===== config.mk =====
export PLATFORM = sky130hd
export DESIGN_NAME = staged_heartbeat_freeze_watchdog_flat
export DESIGN_NICKNAME = d
export VERILOG_FILES = /design/src/shfw_pkg.sv /design/src/shfw_in_if.sv /design/src/shfw_out_if.sv /design/src/staged_heartbeat_freeze_watchdog.sv /design/src/flat_wrapper.sv
export SDC_FILE = /design/constraint.sdc
export NUM_CORES = 1
export LEC_CHECK = 0
export BUFFER_PORTS_ARGS = -buffer_cell sky130_fd_sc_hd__buf_4
export CORE_MARGIN = 2
export CORE_UTILIZATION = 48
export CTS_BUF_LIST = sky130_fd_sc_hd__clkbuf_4
export DETAILED_ROUTE_END_ITERATION = 8
export PLACE_DENSITY = 0.83
export SETUP_SLACK_MARGIN = 0.02
export SYNTH_ARGS = -nofsm -noshare
export SYNTH_HDL_FRONTEND = slang
export SYNTH_SLANG_ARGS = --single-unit

===== constraint.sdc =====
create_clock -name clk_i -period 6 [get_ports clk_i]
set_clock_uncertainty 0.2 [all_clocks]
set_input_delay 1.2 -clock clk_i [delete_from_list [all_inputs] [get_ports clk_i]]
set_output_delay 1.2 -clock clk_i [all_outputs]
set_load 0.01 [all_outputs]

===== src/shfw_pkg.sv =====
package shfw_pkg;

  localparam int unsigned COUNT_WIDTH_DEF = 32;
  localparam int unsigned TIME_WIDTH_DEF  = 48;

  localparam int unsigned THR_W     = 40;
  localparam int unsigned STAGE_W   = 5;
  localparam int unsigned SSTAGE_W  = 4;

  localparam int unsigned APB_DATA_W = 64;
  localparam int unsigned APB_ADDR_W = 5;

  localparam logic [THR_W-1:0]    SERVING_THR_RST   = THR_W'(30000000);
  localparam logic [THR_W-1:0]    BOOT_THR_RST      = THR_W'(600000000);
  localparam logic [SSTAGE_W-1:0] SERVING_STAGE_RST = SSTAGE_W'(8);

  typedef enum logic [1:0] {
    REG_SERVING_THR   = 2'd0,
    REG_BOOT_THR      = 2'd1,
    REG_SERVING_STAGE = 2'd2
  } shfw_reg_e;

endpackage


===== src/shfw_in_if.sv =====
interface shfw_in_if #(
  parameter int unsigned COUNT_WIDTH = shfw_pkg::COUNT_WIDTH_DEF,
  parameter int unsigned TIME_WIDTH  = shfw_pkg::TIME_WIDTH_DEF
);
  logic                               valid;
  logic                               ready;
  logic [COUNT_WIDTH-1:0]             sweep_count;
  logic [COUNT_WIDTH-1:0]             boot_count;
  logic signed [shfw_pkg::STAGE_W-1:0] stage;
  logic [TIME_WIDTH-1:0]              now_time;
  logic                               unsupervised;

  modport source (
    output valid, sweep_count, boot_count, stage, now_time, unsupervised,
    input  ready
  );
  modport sink (
    input  valid, sweep_count, boot_count, stage, now_time, unsupervised,
    output ready
  );
endinterface


===== src/shfw_out_if.sv =====
interface shfw_out_if;
  logic                       valid;
  logic                       ready;
  logic                       freeze_declared;
  logic                       respawn_request;
  logic [shfw_pkg::THR_W-1:0] budget_used;

  modport source (
    output valid, freeze_declared, respawn_request, budget_used,
    input  ready
  );
  modport sink (
    input  valid, freeze_declared, respawn_request, budget_used,
    output ready
  );
endinterface


===== src/staged_heartbeat_freeze_watchdog.sv =====
// Channel   Dir  Handshake     Payload
// in_ch     in   valid/ready   sweep_count, boot_count, stage, now_time, unsupervised
// out_ch    out  valid/ready   freeze_declared, respawn_request, budget_used
// apb       in   psel/penable  serving_threshold @0x00, boot_threshold @0x08,
//                              serving_stage @0x10
//
// One poll per cycle sustained while the result register is not stalled; a poll's result
// passes through the input register, then the result register with the watchdog state.
// Reset returns the thresholds to their defaults and clears all episode state.
// A stalled result register holds the input register; the input side keeps
// taking requests as long as the input register can move on.
module staged_heartbeat_freeze_watchdog #(
  parameter int unsigned COUNT_WIDTH = shfw_pkg::COUNT_WIDTH_DEF,
  parameter int unsigned TIME_WIDTH  = shfw_pkg::TIME_WIDTH_DEF
) (
  input  logic                            clk_i,
  input  logic                            rst_ni,
  input  logic                            psel,
  input  logic                            penable,
  input  logic                            pwrite,
  input  logic [shfw_pkg::APB_ADDR_W-1:0] paddr,
  input  logic [shfw_pkg::APB_DATA_W-1:0] pwdata,
  output logic [shfw_pkg::APB_DATA_W-1:0] prdata,
  output logic                            pready,
  shfw_in_if.sink                         in_ch,
  shfw_out_if.source                      out_ch
);

  localparam int unsigned THR_W = shfw_pkg::THR_W;
  localparam int unsigned CMP_W = (TIME_WIDTH > THR_W) ? TIME_WIDTH : THR_W;

  // Configuration registers
  logic [THR_W-1:0]              serving_thr_q, boot_thr_q;
  logic [shfw_pkg::SSTAGE_W-1:0] serving_stage_q;
  logic                          cfg_wr;
  shfw_pkg::shfw_reg_e           cfg_sel;

  assign pready  = 1'b1;
  assign cfg_wr  = psel && penable && pwrite;
  assign cfg_sel = shfw_pkg::shfw_reg_e'(paddr[4:3]);

  always_ff @(posedge clk_i or negedge rst_ni) begin
    if (!rst_ni) begin
      serving_thr_q   <= shfw_pkg::SERVING_THR_RST;
      boot_thr_q      <= shfw_pkg::BOOT_THR_RST;
      serving_stage_q <= shfw_pkg::SERVING_STAGE_RST;
    end else if (cfg_wr) begin
      case (cfg_sel)
        shfw_pkg::REG_SERVING_THR:   serving_thr_q   <= pwdata[THR_W-1:0];
        shfw_pkg::REG_BOOT_THR:      boot_thr_q      <= pwdata[THR_W-1:0];
        shfw_pkg::REG_SERVING_STAGE: serving_stage_q <= pwdata[shfw_pkg::SSTAGE_W-1:0];
        default: ;
      endcase
    end
  end

  always_comb begin
    case (cfg_sel)
      shfw_pkg::REG_SERVING_THR:   prdata = shfw_pkg::APB_DATA_W'(serving_thr_q);
      shfw_pkg::REG_BOOT_THR:      prdata = shfw_pkg::APB_DATA_W'(boot_thr_q);
      shfw_pkg::REG_SERVING_STAGE: prdata = shfw_pkg::APB_DATA_W'(serving_stage_q);
      default:                     prdata = '0;
    endcase
  end

  // Input register
  logic                         in_acc, out_adv, s2_fire;
  logic                         s1_valid_q, s1_valid_d;
  logic [COUNT_WIDTH-1:0]       s1_live_q;
  logic [shfw_pkg::STAGE_W-1:0] s1_stage_q;
  logic [TIME_WIDTH-1:0]        s1_now_q;
  logic                         s1_unsup_q;

  assign out_adv     = !out_ch.valid || out_ch.ready;
  assign s2_fire     = s1_valid_q && out_adv;
  assign in_ch.ready = !s1_valid_q || out_adv;
  assign in_acc      = in_ch.valid && in_ch.ready;

  always_comb begin
    s1_valid_d = s1_valid_q;
    if (in_acc) begin
      s1_valid_d = 1'b1;
    end else if (out_adv) begin
      s1_valid_d = 1'b0;
    end
  end

  always_ff @(posedge clk_i or negedge rst_ni) begin
    if (!rst_ni) begin
      s1_valid_q <= 1'b0;
    end else begin
      s1_valid_q <= s1_valid_d;
    end
  end

  always_ff @(posedge clk_i) begin
    if (in_acc) begin
      s1_live_q  <= in_ch.sweep_count + in_ch.boot_count;
      s1_stage_q <= in_ch.stage;
      s1_now_q   <= in_ch.now_time;
      s1_unsup_q <= in_ch.unsupervised;
    end
  end

  // Watchdog state
  logic                   seeded_q, seeded_d;
  logic [COUNT_WIDTH-1:0] last_live_q, last_live_d;
  logic [TIME_WIDTH-1:0]  last_chg_q, last_chg_d;
  logic                   fired_q, fired_d;
  logic [TIME_WIDTH-1:0]  last_poll_q;
  logic                   respawn_q, respawn_d;

  logic                   serving_on, boot_sel, gap, elapsed, freeze_d;
  logic [THR_W-1:0]       budget;
  logic [TIME_WIDTH-1:0]  poll_diff, chg_diff;

  assign serving_on = serving_thr_q != '0;
  assign boot_sel   = serving_on && !s1_stage_q[shfw_pkg::STAGE_W-1]
                      && (s1_stage_q[shfw_pkg::SSTAGE_W-1:0] < serving_stage_q)
                      && (boot_thr_q > serving_thr_q);
  assign budget     = boot_sel ? boot_thr_q : serving_thr_q;

  assign poll_diff = s1_now_q - last_poll_q;
  assign chg_diff  = s1_now_q - last_chg_q;

  // A long silence between polls starts a fresh episode
  assign gap = (last_poll_q != '0) && (s1_now_q > last_poll_q) && serving_on
               && (CMP_W'(poll_diff) >= CMP_W'(serving_thr_q));

  // Time running backward counts as not elapsed
  assign elapsed = (s1_now_q >= last_chg_q) && (CMP_W'(chg_diff) >= CMP_W'(budget));

  always_comb begin
    seeded_d    = 1'b1;
    last_live_d = last_live_q;
    last_chg_d  = last_chg_q;
    fired_d     = fired_q;
    respawn_d   = respawn_q;
    freeze_d    = 1'b0;
    if (!seeded_q || gap || (s1_live_q != last_live_q)) begin
      last_live_d = s1_live_q;
      last_chg_d  = s1_now_q;
      fired_d     = 1'b0;
    end else if (!fired_q && (budget != '0) && elapsed) begin
      fired_d  = 1'b1;
      freeze_d = 1'b1;
      if (s1_unsup_q) begin
        respawn_d = 1'b1;
      end
    end
  end

  always_ff @(posedge clk_i or negedge rst_ni) begin
    if (!rst_ni) begin
      seeded_q    <= 1'b0;
      last_live_q <= '0;
      last_chg_q  <= '0;
      fired_q     <= 1'b0;
      last_poll_q <= '0;
      respawn_q   <= 1'b0;
    end else if (s2_fire) begin
      seeded_q    <= seeded_d;
      last_live_q <= last_live_d;
      last_chg_q  <= last_chg_d;
      fired_q     <= fired_d;
      last_poll_q <= s1_now_q;
      respawn_q   <= respawn_d;
    end
  end

  // Result register
  logic             out_valid_q, out_valid_d;
  logic             out_freeze_q, out_respawn_q;
  logic [THR_W-1:0] out_budget_q;

  always_comb begin
    out_valid_d = out_valid_q;
    if (out_adv) begin
      out_valid_d = s1_valid_q;
    end
  end

  always_ff @(posedge clk_i or negedge rst_ni) begin
    if (!rst_ni) begin
      out_valid_q <= 1'b0;
    end else begin
      out_valid_q <= out_valid_d;
    end
  end

  always_ff @(posedge clk_i) begin
    if (s2_fire) begin
      out_freeze_q  <= freeze_d;
      out_respawn_q <= respawn_d;
      out_budget_q  <= budget;
    end
  end

  assign out_ch.valid           = out_valid_q;
  assign out_ch.freeze_declared = out_freeze_q;
  assign out_ch.respawn_request = out_respawn_q;
  assign out_ch.budget_used     = out_budget_q;

  a_respawn_sticky: assert property (@(posedge clk_i) disable iff (!rst_ni)
    respawn_q |=> respawn_q)
    else $error("respawn request dropped");

  a_freeze_sets_fired: assert property (@(posedge clk_i) disable iff (!rst_ni)
    (s2_fire && freeze_d) |=> (fired_q && out_ch.valid && out_ch.freeze_declared))
    else $error("declared freeze not recorded");

  a_freeze_needs_budget: assert property (@(posedge clk_i) disable iff (!rst_ni)
    (s2_fire && freeze_d) |-> (budget != '0 && seeded_q && !fired_q))
    else $error("freeze declared outside an armed episode");

  a_stall_holds_poll: assert property (@(posedge clk_i) disable iff (!rst_ni)
    (s1_valid_q && !out_adv) |=> (s1_valid_q && $stable(s1_now_q)))
    else $error("pending poll lost under stall");

endmodule

===== src/flat_wrapper.sv =====
// flat-port wrapper written by rule: the top's interface ports become plain ports
module staged_heartbeat_freeze_watchdog_flat 
#(
  parameter int unsigned COUNT_WIDTH = shfw_pkg::COUNT_WIDTH_DEF,
  parameter int unsigned TIME_WIDTH  = shfw_pkg::TIME_WIDTH_DEF
)
  (clk_i, rst_ni, psel, penable, pwrite, paddr, pwdata, prdata, pready, in_ch_valid, in_ch_sweep_count, in_ch_boot_count, in_ch_stage, in_ch_now_time, in_ch_unsupervised, in_ch_ready, out_ch_valid, out_ch_freeze_declared, out_ch_respawn_request, out_ch_budget_used, out_ch_ready);
  shfw_in_if #(.COUNT_WIDTH(COUNT_WIDTH), .TIME_WIDTH(TIME_WIDTH)) in_ch_i ();
  shfw_out_if out_ch_i ();
  input  logic clk_i;
  input  logic rst_ni;
  input  logic psel;
  input  logic penable;
  input  logic pwrite;
  input  logic [shfw_pkg::APB_ADDR_W-1:0] paddr;
  input  logic [shfw_pkg::APB_DATA_W-1:0] pwdata;
  output logic [shfw_pkg::APB_DATA_W-1:0] prdata;
  output logic pready;
  input wire logic [$bits(in_ch_i.valid)-1:0] in_ch_valid;
  input wire logic [$bits(in_ch_i.sweep_count)-1:0] in_ch_sweep_count;
  input wire logic [$bits(in_ch_i.boot_count)-1:0] in_ch_boot_count;
  input wire logic [$bits(in_ch_i.stage)-1:0] in_ch_stage;
  input wire logic [$bits(in_ch_i.now_time)-1:0] in_ch_now_time;
  input wire logic [$bits(in_ch_i.unsupervised)-1:0] in_ch_unsupervised;
  output wire logic [$bits(in_ch_i.ready)-1:0] in_ch_ready;
  output wire logic [$bits(out_ch_i.valid)-1:0] out_ch_valid;
  output wire logic [$bits(out_ch_i.freeze_declared)-1:0] out_ch_freeze_declared;
  output wire logic [$bits(out_ch_i.respawn_request)-1:0] out_ch_respawn_request;
  output wire logic [$bits(out_ch_i.budget_used)-1:0] out_ch_budget_used;
  input wire logic [$bits(out_ch_i.ready)-1:0] out_ch_ready;
  assign in_ch_i.valid = in_ch_valid;
  assign in_ch_i.sweep_count = in_ch_sweep_count;
  assign in_ch_i.boot_count = in_ch_boot_count;
  assign in_ch_i.stage = in_ch_stage;
  assign in_ch_i.now_time = in_ch_now_time;
  assign in_ch_i.unsupervised = in_ch_unsupervised;
  assign in_ch_ready = in_ch_i.ready;
  assign out_ch_valid = out_ch_i.valid;
  assign out_ch_freeze_declared = out_ch_i.freeze_declared;
  assign out_ch_respawn_request = out_ch_i.respawn_request;
  assign out_ch_budget_used = out_ch_i.budget_used;
  assign out_ch_i.ready = out_ch_ready;
  staged_heartbeat_freeze_watchdog #(.COUNT_WIDTH(COUNT_WIDTH), .TIME_WIDTH(TIME_WIDTH)) u_core (.clk_i(clk_i), .rst_ni(rst_ni), .psel(psel), .penable(penable), .pwrite(pwrite), .paddr(paddr), .pwdata(pwdata), .prdata(prdata), .pready(pready), .in_ch(in_ch_i), .out_ch(out_ch_i));
endmodule

# ---- After elaboration in Yosys (flattened, before gate mapping)
# Cells that the tools add are included.
dict set report totals {
  word_cells 73
  input_bits 194
  ff_bits 345
}
dict set report op_classes {
  mux 10
  n_eq_ne 3
  magnitude_cmp 6
  addsub 3
  reduce_logical 33
}
# cell n
set ops {}
lappend ops {{case mux 40 bit (3 select lines)} 1}
lappend ops {{>= comparator 48 x 40 -> 1 bit} 2}
lappend ops {{subtractor 48 bit} 2}
lappend ops {{nonzero test 40 bit} 2}
lappend ops {{>= comparator 48 bit} 1}
lappend ops {{greater-than comparator 48 bit} 1}
lappend ops {{nonzero test 48 bit} 1}
lappend ops {{greater-than comparator 40 bit} 1}
lappend ops {{2-to-1 mux 40 bit} 1}
lappend ops {{adder 32 bit} 1}
lappend ops {{inequality test 32 bit} 1}
lappend ops {{logical AND 1 bit} 13}
lappend ops {{AND reduction 2 bit} 5}
lappend ops {{2-to-1 mux 1 bit} 8}
lappend ops {{zero test 1 bit} 5}
lappend ops {{logical OR 1 bit} 4}
lappend ops {{< comparator 4 bit} 1}
lappend ops {{nonzero test 2 bit} 2}
lappend ops {{== test 2 x 1 -> 1 bit (second input constant)} 1}
lappend ops {{== test 2 bit (second input constant)} 1}
lappend ops {{zero test 2 bit} 1}

# ---- Depth between registers and ports, before layout
dict set report depth {
  depth_word 10
  ltp_mapped 26
  ltp_nobuf 25
}

# ---- Worst setup path before layout
# Ideal clock, no wire load.
dict set report synth_timing {
  path_type {register to register}
  start {register u_core.serving_thr_q[7]}
  end {register u_core.out_respawn_q, in the netlist u_core.out_ch.respawn_request (data pin)}
  setup_slack_ns 0.249
  setup_time_ns 0.256
  stages_incl_launch_ff 23
  n_path_buf 2
  t_arrival_ns 5.295
  path_cell_list {dfstp_2 -> inv_1 -> ha_1 -> nand4_1 -> a2111o_1 -> a21oi_1 -> a211oi_1 -> a31oi_1 -> nor2b_1 -> clkbuf_1 -> clkbuf_1 -> mux2_2 -> ha_1 -> nand2b_1 -> a2111oi_0 -> o2bb2ai_1 -> or4_1 -> a221o_1 -> a221oi_1 -> o211ai_1 -> nor4_1 -> a41oi_1 -> a31o_2}
}
dict set report synth_between {
  elab_chain_cells 10
  word_cells_on_any_way 18
}
# item line_no
set synth_rtl {}
lappend synth_rtl {{start: declaration} staged_heartbeat_freeze_watchdog.sv:33} ;# logic [THR_W-1:0] serving_thr_q, boot_thr_q;
lappend synth_rtl {{start signal: assignment} staged_heartbeat_freeze_watchdog.sv:44} ;# serving_thr_q <= shfw_pkg::SERVING_THR_RST;
lappend synth_rtl {{start signal: assignment} staged_heartbeat_freeze_watchdog.sv:49} ;# shfw_pkg::REG_SERVING_THR: serving_thr_q <= pwdata[THR_W-1:0];
lappend synth_rtl {{branches (longest 3 deep; another with greater-than comparator 40 bit)} --}
lappend synth_rtl {{logical AND 1 bit *} staged_heartbeat_freeze_watchdog.sv:120} ;# && (boot_thr_q > serving_thr_q);
lappend synth_rtl {{2-to-1 mux 40 bit *} staged_heartbeat_freeze_watchdog.sv:121} ;# assign budget = boot_sel ? boot_thr_q : serving_thr_q;
lappend synth_rtl {{net u_core.budget[0]} staged_heartbeat_freeze_watchdog.sv:114} ;# logic [THR_W-1:0] budget;
lappend synth_rtl {{>= comparator 48 x 40 -> 1 bit or nonzero test 40 bit (tied branches)} {staged_heartbeat_freeze_watchdog.sv:131, staged_heartbeat_freeze_watchdog.sv:144}}
lappend synth_rtl {{logical AND 1 bit (on tied branches)} {staged_heartbeat_freeze_watchdog.sv:131, staged_heartbeat_freeze_watchdog.sv:144}}
lappend synth_rtl {{logical AND 1 bit *} staged_heartbeat_freeze_watchdog.sv:144} ;# end else if (!fired_q && (budget != '0) && elapsed) begin
lappend synth_rtl {{2-to-1 mux 1 bit *} staged_heartbeat_freeze_watchdog.sv:144}
lappend synth_rtl {{2-to-1 mux 1 bit *} staged_heartbeat_freeze_watchdog.sv:140} ;# if (!seeded_q || gap || (s1_live_q != last_live_q)) begin
lappend synth_rtl {{net u_core.respawn_d} staged_heartbeat_freeze_watchdog.sv:111} ;# logic respawn_q, respawn_d;
lappend synth_rtl {{end signal: assignment} staged_heartbeat_freeze_watchdog.sv:194} ;# out_respawn_q <= respawn_d;
lappend synth_rtl {{end: declaration} staged_heartbeat_freeze_watchdog.sv:173} ;# logic out_freeze_q, out_respawn_q;
# Mark *: on every way through the listed nets, which the timed path passes.
# A chain may end at the register's enable or synchronous reset.

# ---- Final worst setup path
dict set report layout_timing {
  start {register u_core.serving_thr_q[15]}
  end {register u_core.out_respawn_q, in the netlist u_core.out_ch.respawn_request (data pin)}
}
dict set report layout_between {
  elab_chain_cells 10
  word_cells_on_any_way 18
}
# item line_no
set layout_rtl {}
lappend layout_rtl {{branches (longest 9 deep; another with >= comparator 48 x 40 -> 1 bit)} --}
lappend layout_rtl {{2-to-1 mux 1 bit *} staged_heartbeat_freeze_watchdog.sv:140}
lappend layout_rtl {{net u_core.respawn_d} staged_heartbeat_freeze_watchdog.sv:111}
# Marked as above.

==> results.tsv <==
metric	value	unit
status	complete, but fails checks	
failing checks	setup timing	
Crit Path Category	flop to flop	
dpl ws	-207	ps
post-synthesis register bit count	345	
final cell count without fillers	3822	
Final Critical Period	6030	ps
largest net degree at the start of global routing	106	
Compound-Gate Fraction of Synth Area	16.4	%
RSZ-0062 raised after global routing	yes	
antenna violations before repair	3	
Clock Power Share	20.7	%
Max FO, Critical Path	7	
DIE WIDTH	229	um
commonest cells in the synthesized netlist	ha_1, inv_1, dfrtp_1, nand2_1	
total grt overflow	0	
routed wire length	69700	um
Post-Route Utilization	60.7	%
Startpoint Class	flop	
Worst Tran Pin Value	983	ps
fin crit share	101	%
adder and majority gate portion of the synthesized area	13.1	%
Net Sw Power	4.03	mW
vias per inst	5.57	
wire length on met2	31900	um
first drt pass iteration count	8	
dominant synthesized flop cell	dfrtp_1	
Max-Cap Viols	0	
Yosys cell types	78	
leading area contributor after synthesis	dfrtp_1	
detailed placement HPWL	53800	um
flop-to-flop setup slack	-30	ps
Clock Latency Late Sink	870	ps
Worst R2R End	u_core.out_ch.respawn_request$_DFFE_PP_	
Starting Density	48.6	%
share of synthesized cell area in and, or, nand and nor gates	13.0	%
routed vias	21300	
Cells after DPL	3633	
count of final max-slew check failures	0	
Syn Area/Cell	9.59	um2
Fmax achieved	0.166	GHz
internal power	6.43	mW
async set-reset flop share out of synthesis	62.9	%
worst setup margin	-32.1	ps
die area	52600	um2
Final Hold Violating Endpoints	0	
cell count after synthesis	2541	
Yosys warnings	0	
Post-Syn Area	24400	um2
CTS clk-pin slew, worst paths	70	ps
Area Growth Syn to Fin	25.0	%
maximum VDD drop	0.145	mV
Num CTS Buffers	90	
combinational share of power	48.8	%
HP Class	input port to async pin	
PD cells	343	nW/um2
DR DRC count	0	
fraction of layout cells with a size suffix above 1	28.0	%
Switching Fraction	38.5	%
routed wl met3	5450	um
Critical R2R Launch	u_core.serving_thr_q[15]$_DFFE_PN1P_	
1st-iter DRT viols	1659	
part of the power in registers	30.5	%
CTS tree	yes	
GRT Total Usage	25.6	%
reg2reg path depth	23	
CORE AREA	50200	um2
part of the Yosys area used for sequential elements	38.2	%
top sig layer	met5	
num ports	303	
Critical Path AT	6390	ps
global-route wire length before repair	107000	um
top cell type's share of synthesized area	20.1	%
PortBufs	250	
vias in the first global route	20500	
FP Rows	82	
multiplexer share of the synthesized area	8.80	%
number of flops mapped to enable cells by yosys	128	
most frequent cell after synthesis	ha_1	
wl on met1	30200	um
xor and xnor area share after synthesis	5.03	%
Tot Pwr	10.5	mW
final setup fails	1	
H-tree levels	3	
Root Buffer Master	clkbuf_4	
Sink Count	345	
routability cong.	0.977	
Rel. slew slack	33.9	%
Final #Nets	3518	
routed length per instance	18.2	um
Crit path required time	6360	ps
Die Span Y	229	um
largest family of logic cells by synthesized area	compound AO/OA/AOI/OAI gates	
antenna-violating nets left	0	
clk buf depth	3	
CP Capture Type	flop	
largest cells by area after synthesis	dfrtp_1, edfxtp_1, ha_1	
Leakage	14.2	nW
[routing by layer]
metal  up-vias  track usage (%)
met3       131             5.83
met2       860             41.2
met5         -                0
met1     10000             33.8
met4         4             9.38
li1      10300                -
[power groups by stage]
stage	Clock [mW]	Combinational, mW	Sequential (mW)
2_1_floorplan	0	2.97	3.22
3_3_place_gp	0	4.65	3.19
3_5_place_dp	0	4.78	3.21
4_1_cts	2.24	4.86	3.17
5_1_grt	2.36	5.58	3.23
6_report	2.17	5.10	3.18
[critical path, cell delays in order, from the launching register on]
cell and delay (ps):
dfstp_2 540, inv_2 50, ha_4 260, nand4_1 180, a2111o_1 460, a21oi_2 120
a211oi_1 60, a31oi_1 170, nor2b_4 300, buf_12 160, nor2_1 50, a21oi_2 160
ha_1 300, a2111oi_4 370, buf_4 170, o2bb2ai_2 60, or4_4 430, a221o_1 410
a221oi_2 300, o211ai_1 130, nor4_1 240, a41oi_1 190, buf_4 210, a31o_4 220
[sequential cells by signal (all words and copies together), names as in the netlist]
| name | count |
|---|---|
| u_core.last_chg_q | 48 |
| u_core.last_poll_q | 48 |
| u_core.s1_now_q | 48 |
| u_core.boot_thr_q | 40 |
| u_core.out_ch.budget_used | 40 |
| u_core.serving_thr_q | 40 |
| u_core.last_live_q | 32 |
| u_core.s1_live_q | 32 |
| u_core.s1_stage_q | 5 |
| u_core.serving_stage_q | 4 |
| u_core.fired_q | 1 |
| u_core.out_ch.freeze_declared | 1 |
| u_core.out_ch.respawn_request | 1 |
| u_core.out_ch.valid | 1 |
| u_core.respawn_q | 1 |
| u_core.s1_unsup_q | 1 |
| u_core.s1_valid_q | 1 |
| u_core.seeded_q | 1 |
[how the worst max path moves through the flow]
stage                                         start                                 endpoint  slack [ps]  cells past startpoint
3_5_place_dp    u_core.serving_thr_q[7]$_DFFE_PN1P_  u_core.out_ch.respawn_request$_DFFE_PP_        -210                     22
3_3_place_gp    u_core.serving_thr_q[7]$_DFFE_PN1P_  u_core.out_ch.respawn_request$_DFFE_PP_        -130                     22
6_report       u_core.serving_thr_q[15]$_DFFE_PN1P_  u_core.out_ch.respawn_request$_DFFE_PP_         -30                     23
5_1_grt        u_core.serving_thr_q[15]$_DFFE_PN1P_  u_core.out_ch.respawn_request$_DFFE_PP_        -190                     23
4_1_cts                u_core.s1_now_q[0]$_DFFE_PP_        u_core.last_chg_q[31]$_DFFE_PN0P_          20                     29
2_1_floorplan   u_core.serving_thr_q[7]$_DFFE_PN1P_  u_core.out_ch.respawn_request$_DFFE_PP_         250                     22
[metrics by stage]
stage | instance area, um2 | hold WS, ps | TNS [ps]
2_1_floorplan | 24500 | 234 | 0
3_3_place_gp | 28600 | 252 | -6310
3_5_place_dp | 28600 | 260 | -12150
4_1_cts | 30000 | 61.8 | 0
5_1_grt | 30500 | 110 | -5780
6_report | 30500 | 95.4 | -32.1
[what timing repair did]
item                       4_1_cts  5_1_grt
pin swaps                       16       43
setup endpoints to repair       84       84
gates cloned                     1        6
gates resized for setup         24       53
setup buffers                    6        5
hold buffers                     0        0
[logic make-up after synthesis]
| kind of cell | Yosys count |
|---|---|
| flops | 345 |
| xor+xnor | 140 |
| simple gates | 665 |
| buf+inv | 320 |
| other cells | 2 |
| fa+ha+maj | 253 |
| compound gates | 647 |
| mux | 169 |
[placed cells by master, fill, tap and decap left out, types with 7 or more instances in the layout]
cell,n
nand4_1,66
nor2b_1,19
clkbuf_4,135
a21o_1,66
o21bai_1,21
nor2_1,182
a21oi_1,183
nand3_1,32
o211ai_1,15
a31oi_1,11
o21a_1,32
o31ai_1,11
dfstp_2,21
inv_1,206
and3_1,10
nand2_1,196
o21ai_1,17
a211oi_1,19
mux2_2,44
conb_1,25
xor2_1,39
xnor2_1,94
nor3_1,39
mux2i_1,44
clkinv_1,20
nor4_1,44
ha_1,245
a21oi_2,7
and2_1,10
buf_4,509
mux2_4,80
dfrtp_1,196
nand2b_1,18
o21ai_0,184
edfxtp_1,128
[layout make-up]
cell class              count  area, um2
well taps                 672        841
diodes                      3       7.51
inverters                 210        791
multi-input cells        1899      14100
clock buffers             135       1010
flip-flops and latches    345       9300
repair buffers            525       4170
clock inverters            33        198
fillers                  4172      19700
(Power assumes the default switching activity.)
